==> config.mk <==
export PLATFORM = sky130hd
export DESIGN_NAME = adm_queue
export DESIGN_NICKNAME = d
export VERILOG_FILES = /design/src/rtl/adm_pkg.sv /design/src/rtl/adm_queue.sv
export SDC_FILE = /design/constraint.sdc
export NUM_CORES = 1
export LEC_CHECK = 0
export ABC_AREA = 0
export BUFFER_PORTS_ARGS = -buffer_cell sky130_fd_sc_hd__buf_2
export CORE_MARGIN = 2
export CORE_UTILIZATION = 46
export DETAILED_ROUTE_END_ITERATION = 16
export GPL_ROUTABILITY_DRIVEN = 0
export PLACE_DENSITY = 0.79
export SLEW_MARGIN = 20
export SYNTH_ARGS = -nofsm -noshare
export SYNTH_HDL_FRONTEND = slang
export SYNTH_SLANG_ARGS = --single-unit
==> constraint.sdc <==
create_clock -name clk -period 8.6 [get_ports clk]
set_clock_uncertainty 0.15 [all_clocks]
set_input_delay 0 -clock clk [delete_from_list [all_inputs] [get_ports clk]]
set_output_delay 0 -clock clk [all_outputs]
set_load 0.02 [all_outputs]
==> src/rtl/adm_pkg.sv <==
// shared constants, types and register codes for the adam parameter update block
`default_nettype none
package adm_pkg;

    localparam int NUM_PARAMS = 1024;
    localparam int FRAC_BITS  = 24;
    localparam int ADDR_W     = $clog2(NUM_PARAMS);
    localparam int IDX_W      = 10;
    localparam int DATA_W     = 32;
    localparam int CFG_W      = 32;
    localparam int VSQ_W      = 40;
    localparam int POW_W      = 33;
    localparam int ROW_W      = 1 + VSQ_W + DATA_W;
    // root operand width, root width, step quotient width, denominator width
    localparam int X_W        = VSQ_W + 96 - FRAC_BITS;
    localparam int R_W        = X_W / 2;
    localparam int Q_W        = 96;
    localparam int DEN_W      = 90;
    localparam int CNT_W      = $clog2(X_W + 1);

    localparam logic [1:0] CFG_LEARNING_RATE  = 2'd0;
    localparam logic [1:0] CFG_FIRST_DECAY    = 2'd1;
    localparam logic [1:0] CFG_SECOND_DECAY   = 2'd2;
    localparam logic [1:0] CFG_STABILITY_TERM = 2'd3;

    localparam logic [1:0] MARK_CONTINUE  = 2'd0;
    localparam logic [1:0] MARK_ITERATION = 2'd1;
    localparam logic [1:0] MARK_FRESH_RUN = 2'd2;

    localparam logic [CFG_W-1:0] RST_LEARNING_RATE  = 32'd429497;
    localparam logic [CFG_W-1:0] RST_FIRST_DECAY    = 32'd3865470566;
    localparam logic [CFG_W-1:0] RST_SECOND_DECAY   = 32'd4290672329;
    localparam logic [CFG_W-1:0] RST_STABILITY_TERM = 32'd43;

    typedef struct packed {
        logic [CFG_W-1:0] learning_rate;
        logic [CFG_W-1:0] first_decay;
        logic [CFG_W-1:0] second_decay;
        logic [CFG_W-1:0] stability_term;
    } cfg_t;

    typedef struct packed {
        logic [IDX_W-1:0]         index;
        logic signed [DATA_W-1:0] grad;
        logic signed [DATA_W-1:0] value;
        logic [POW_W-1:0]         d1;
        logic [POW_W-1:0]         d2;
        logic                     gen;
        logic                     in_range;
    } job_t;

endpackage
`default_nettype wire

==> src/rtl/adm_queue.sv <==
// two-entry job queue between front and back end
`default_nettype none
module adm_queue
    import adm_pkg::*;
(
    input  wire logic clk,
    input  wire logic rst_n,
    input  wire logic push,
    input  wire job_t push_job,
    input  wire logic pop,
    output job_t      pop_job,
    output logic      full,
    output logic      nonempty
);

    job_t       slot_reg [2];
    logic       wr_ptr_reg, rd_ptr_reg;
    logic [1:0] count_reg;

    assign full     = (count_reg == 2'd2);
    assign nonempty = (count_reg != 2'd0);
    assign pop_job  = slot_reg[rd_ptr_reg];

    always_ff @(posedge clk)
    begin
        if (push)
        begin
            slot_reg[wr_ptr_reg] <= push_job;
        end
    end

    always_ff @(posedge clk or negedge rst_n)
    begin
        if (!rst_n)
        begin
            wr_ptr_reg <= 1'b0;
            rd_ptr_reg <= 1'b0;
            count_reg  <= 2'd0;
        end
        else
        begin
            if (push)
            begin
                wr_ptr_reg <= !wr_ptr_reg;
            end
            if (pop)
            begin
                rd_ptr_reg <= !rd_ptr_reg;
            end
            if (push && !pop)
            begin
                count_reg <= count_reg + 2'd1;
            end
            else if (pop && !push)
            begin
                count_reg <= count_reg - 2'd1;
            end
        end
    end

endmodule
`default_nettype wire

==> results of run 1 <==
==> final timing paths <==
path,endpoint,slack (ns),depth (start not counted)
min in group asynchronous,count_reg[0],0.22,3
max reg2reg,slot_reg[1][6],5.80,2
max,pop_job[47],5.68,3
min reg2reg,count_reg[1],0.35,1
max in group asynchronous,rd_ptr_reg,7.86,3
min,slot_reg[0][123],0.03,2
==> power groups by stage <==
stage | registers [W] | logic [W] | clock network [W]
3_3_place_gp | 0.00197 | 0.00150 | 0
3_5_place_dp | 0.00199 | 0.00151 | 0
2_1_floorplan | 0.00199 | 0.00113 | 0
6_report | 0.00197 | 0.00156 | 0.00132
5_1_grt | 0.00199 | 0.00166 | 0.00141
4_1_cts | 0.00196 | 0.00157 | 0.00134
==> through the flow <==
stage          hold slack [ns]  area (µm²)
2_1_floorplan           -0.446       10700
3_3_place_gp            -0.336       12500
3_5_place_dp            -0.336       12500
4_1_cts                0.00669       15000
5_1_grt                 0.0116       15000
6_report                0.0313       15000
==> layer usage <==
| layer | up-vias | global-route usage | routed length [µm] |
|---|---|---|---|
| met3 | 34 | 0.0454 | 1610 |
| li1 | 2739 | - | - |
| met2 | 232 | 0.330 | 11700 |
| met1 | 2887 | 0.206 | 8850 |
| met4 | 0 | 0.0467 | 449 |
| met5 | - | 0 | 0 |
==> area by class of cell <==
class | instances | area share
Tap cell | 313 | 0.0262
Inverter | 1 | 0.000251
Clock buffer | 38 | 0.0556
Timing Repair Buffer | 440 | 0.197
Sequential cell | 288 | 0.577
Clock inverter | 18 | 0.0132
Multi-Input combinational cell | 153 | 0.131
Antenna cell | 1 | 0.000167
==> repair_timing <==
item / in CTS / in global routing
setup endpoints to repair: 0 / 0
buffers inserted: 0 / 0
hold buffers: 146 / 0
endpoints found under the hold margin: 318 / 0
==> critical path: cells and delay by family (launching register included) <==
kind / cells / cell delay (ns)
buffers and inverters: 2 / 1.02
flip-flops: 1 / 0.71
multiplexers: 1 / 0.44
==> cell families (layout without fill, tap and decap cells) <==
kind of cell / after synthesis / in the layout / share of synthesized area
other: 0 / 1 / 0
buffers and inverters: 17 / 497 / 0.0131
muxes: 142 / 142 / 0.174
and+or+nand+nor: 5 / 5 / 0.00269
xor gates and xnor gates: 5 / 5 / 0.00409
DFF: 288 / 288 / 0.805
adders and majority gates: 1 / 1 / 0.00117
==> cells in the final DEF (no fill, tap or decap), drive strengths merged <==
cell type / n
and2: 1
buf: 294
bufinv: 4
clkbuf: 38
clkinv: 12
dfrtp: 4
diode: 1
dlygate4sd3: 146
edfxtp: 284
ha: 1
inv: 3
mux2: 142
nor2: 1
nor2b: 2
or2: 1
xnor2: 1
xor2: 4
==> reports/metrics.csv, run 1 <==
stage,metric,value,unit
power_and_ir_drop,LEAKAGE,5.91,nW
floorplan,Die Area,24500,µm²
clocking,clk_lat worst skew,0.53,ns
power_and_ir_drop,power density over the cells,324,nW/µm²
synthesis,share of the yosys chip area belonging to registers,0.805,
timing,"Hold Vio Cnt, Final",0,
outcome,outcome,completed,
floorplan,Die Wd,157,µm
synthesis,"top cells by area, synth","edfxtp_1 80%, mux2_4 9.8%, mux2_2 7.6%",
worst_setup_path,Slowest cell on crit path,buf_4,
synthesis,Yosys warnings,0,
route,Post-DRT Antenna Nets,0,
final_layout,# fillers,1487,
floorplan,Core ar.,22800,µm²
min_path,Hold Crit Class,input port to register,
worst_setup_path,CP Data Arrival Time,2.77,ns
clocking,Post-CTS Resized,0,
synthesis,most frequent cells after synthesis,"284 x edfxtp_1, 72 x mux2_2, 70 x mux2_4",
grt,number of global-route vias before repair,6340,
route,DR vias/cell,4.71,
synthesis,syn nets,605,
worst_setup_path,CP Launch Type,register,
power_and_ir_drop,maximum vdd ir drop,0.000237,V
final_layout,fin nets,1061,
timing,minimum period implied by the final worst setup slack,2.92,ns
synthesis,"Primary FF master, synth",edfxtp_1,
final_layout,register area,8630,µm²
grt,total congestion overflow,0,
synthesis,leading cell type by number of instances after synthesis,edfxtp_1,
power_and_ir_drop,Sw Ratio,0.311,
clocking,Max H-tree Level,1,
timing,Slew HR,0.338,
clocking,TritonCTS clock tree,yes,
final_layout,Final Core Density,0.657,
synthesis,Synth Area per Inst,23.4,µm²
clocking,TritonCTS sink count,288,
clocking,CTS max path bufs,3,
synthesis,number of enable flip-flop cells after synthesis,284,
floorplan,# rows,55,
timing,fin crit share,0.339,
synthesis,"FF+latch count, synth",288,
timing,Fin Setup TNS,0,ns
route,final wirelength,22600,µm
timing,RSZ-0062 raised after global routing,false,
placed_design,dpl cells,1049,
power_and_ir_drop,Psw,0.00151,W
worst_setup_path,Critical Path Source,rd_ptr_reg,
power_and_ir_drop,Reg power frac,0.406,
synthesis,Mapped Cells,458,
floorplan,Initial Util,0.470,
synthesis,Yosys top cell by area,edfxtp_1,
synthesis,"Async S/R FF share, synth",0.0139,
grt,first-pass GRT wire length,33400,µm
worst_setup_path,CP cell instances,buf_4 > mux2_2 > buf_2,
floorplan,I/O pin cnt,290,
placed_design,hpwl dp,12600,µm
final_layout,area delta synth->final,39.6,%
route,Routed WL per cell,18.1,µm
grt,initial antenna violation count,1,
synthesis,"Cell Area, Synth",10700,µm²
clocking,Num CTS Buffers,30,
worst_setup_path,CP Class,register to output port,
floorplan,chip height,157,µm
power_and_ir_drop,"Power, Total",0.00485,W
timing,final setup vio count,0,
placed_design,IO buf count,289,
power_and_ir_drop,internal power,0.00334,W
power_and_ir_drop,combinational power share,0.322,
synthesis,"Distinct cells, synth",14,
route,Initial DRC Count,336,
clocking,clock root buffer,clkbuf_16,
worst_setup_path,"Largest stage delay, worst path",0.85,ns
worst_setup_path,Critical Path RT,8.45,ns
worst_setup_path,worst r2r src,wr_ptr_reg,
route,Residual DRC,0,
route,vias,5892,
timing,max-slew violation count,0,
route,first-pass detailed-route iteration total,4,
timing,setup ws final,5.68,ns
placed_design,dpl ws,5.80,ns
timing,Fmax achieved,343,MHz
final_layout,fraction of layout cells with a size suffix above 1,0.521,
worst_setup_path,Crit Path Max Fanout,65,
final_layout,area of the multi-input gates,1960,µm²
flow_run,maxcap violations,0,
final_layout,max reg flops,284,
final_layout,Final Non-Filler Cells,1252,
grt,largest net degree at the start of global routing,74,
worst_setup_path,Worst setup EP type,output port,
power_and_ir_drop,Clk pwr share,0.272,
timing,Slew @ Worst Pin,0.993,ns
clocking,clock-pin slew on the worst setup and hold paths,0.06,ns
grt,Tot GR Track Use,0.179,
synthesis,Yosys top cell area share,0.796,
min_path,hold path startpoint,push_job[123],
No activity file was read; power rests on OpenSTA's default activity.
==> inputs of run 2 (changes only) <==
- clock period: 8.6 -> 2.7 ns (I/O delays scaled with it)
==> reports/metrics.csv, run 2 (synthesis gave the netlist of run 1 again) <==
stage,metric,value,unit,change
route,first-pass detailed-route iteration total,6,,+2
floorplan,Die Wd,157,µm,unchanged
timing,Slew HR,0.591,,+0.254
floorplan,Core ar.,22800,µm²,unchanged
route,vias,5931,,+0.66%
final_layout,max reg flops,284,,unchanged
timing,minimum period implied by the final worst setup slack,2.22,ns,
floorplan,chip height,157,µm,unchanged
placed_design,Placement Cell Area,12500,µm²,+0.62%
placed_design,hpwl dp,13500,µm,+7.2%
worst_setup_path,R2R Setup Slk,1.07,ns,-4.73 ns
power_and_ir_drop,power density over the cells,1010,nW/µm²,+210%
grt,first-pass GRT wire length,34000,µm,+1.6%
route,DR vias/cell,4.74,,+0.74%
route,final wirelength,22700,µm,+0.38%
clocking,Post-CTS Resized,0,,unchanged
clocking,TritonCTS sink count,288,,unchanged
worst_setup_path,CP Data Arrival Time,2.07,ns,-0.70 ns
grt,Tot GR Track Use,0.179,,+0.000531
timing,"Hold Vio Cnt, Final",0,,unchanged
timing,Fmax achieved,450,MHz,
worst_setup_path,Worst setup EP type,output port,,
final_layout,Post-Layout Inst Area,14900,µm²,-0.51%
timing,hold slack,0.0474,ns,+0.0161 ns
route,Routed WL per cell,18.2,µm,+0.46%
clocking,TritonCTS clock tree,yes,,
timing,final setup vio count,0,,unchanged
flow_run,maxcap violations,0,,unchanged
floorplan,# rows,55,,unchanged
clocking,clk_lat worst skew,0.52,ns,about the same
worst_setup_path,Critical Path RT,2.55,ns,-5.90 ns
clocking,Max H-tree Level,1,,unchanged
route,Post-DRT Antenna Nets,0,,unchanged
grt,initial antenna violation count,1,,unchanged
worst_setup_path,Crit Path Max Fanout,80,,+23%
outcome,outcome,completed,,
clocking,Num CTS Buffers,29,,-3.3%
placed_design,IO buf count,289,,unchanged
floorplan,Die Area,24500,µm²,unchanged
floorplan,I/O pin cnt,290,,unchanged
timing,Fin Setup TNS,0,ns,unchanged
floorplan,Initial Util,0.470,,unchanged
timing,RSZ-0062 raised after global routing,false,,
worst_setup_path,CP Class,register to output port,,
power_and_ir_drop,LEAKAGE,5.85,nW,-1.0%
timing,fin crit share,0.823,,
timing,max-slew violation count,0,,unchanged
clocking,clock root buffer,clkbuf_16,,
timing,Slew @ Worst Pin,0.613,ns,-0.380 ns
clocking,CTS max path bufs,3,,unchanged
grt,largest net degree at the start of global routing,81,,+9.5%
route,Residual DRC,0,,unchanged
route,Initial DRC Count,242,,-28%
min_path,Hold Crit Class,input port to register,,
grt,number of global-route vias before repair,6504,,+2.6%
worst_setup_path,CP Launch Type,register,,
power_and_ir_drop,"Power, Total",0.0150,W,+210%
final_layout,area of the multi-input gates,1960,µm²,unchanged
grt,total congestion overflow,0,,unchanged
final_layout,area delta synth->final,38.9,%,
final_layout,# fillers,1516,,+2.0%
final_layout,fraction of layout cells with a size suffix above 1,0.511,,-0.0106
final_layout,register area,8630,µm²,unchanged
power_and_ir_drop,maximum vdd ir drop,0.000862,V,+260%
final_layout,"most common cell after layout, fill and taps aside",buf_2,,
final_layout,fin nets,1062,,+0.094%
final_layout,most frequent cells in the layout,"289 x buf_2, 284 x edfxtp_1, 146 x dlygate4sd3_1",,
clocking,clock-pin slew on the worst setup and hold paths,0.06,ns,about the same
## run 2: report_power, final
part / internal [W] / switching, W
combinational: 0.00220 / 0.00291
clock: 0.00215 / 0.00154
sequential: 0.00594 / 0.000238
## run 2: worst max-delay path, cell delays in order, from the launching register on
cell     delay [ns]
dfrtp_4        0.44
buf_12         0.39
mux2_2         0.41
buf_2          0.16
## run 2: cell type report
cell class / count / share of cell area
inverter: 1 / 0.000252
clock buffer: 36 / 0.0505
multi-input combinational: 153 / 0.131
clock inverter: 16 / 0.00815
antenna: 2 / 0.000336
sequential: 288 / 0.580
tap: 313 / 0.0263
timing repair buffer: 442 / 0.203
## run 2: worst paths after layout
path	startpoint	cells past startpoint	to
setup reg to reg	wr_ptr_reg	2	slot_reg[1][93]
hold reg to reg	count_reg[1]	1	count_reg[1]
setup / recovery	rd_ptr_reg	3	pop_job[133]
max in group asynchronous	rst_n	3	rd_ptr_reg
min in group asynchronous	rst_n	3	rd_ptr_reg
hold / removal	push_job[24]	2	slot_reg[0][24]
## run 2: repair_timing
| action | in CTS | in global routing |
|---|---|---|
| hold buffers | 146 | 0 |
| hold endpoints to repair | 292 | 0 |
| setup buffers | 0 | 0 |
## run 2: per-stage QoR
step | util | instances | setup WS [ns]
3_5_place_dp | 0.551 | 1051 | 1.05
5_1_grt | 0.653 | 1250 | 0.404
2_1_floorplan | - | 458 | -0.404
6_report | 0.654 | 1251 | 0.478
3_3_place_gp | 0.551 | 1051 | 1.07
4_1_cts | 0.653 | 1249 | 0.470
## run 2: layer usage
layer,GRT usage,up-vias,part of all wire
li1,-,2737,-
met1,0.201,2924,0.38
met2,0.333,227,0.53
met3,0.0421,43,0.061
met4,0.0612,0,0.025
met5,0,-,0
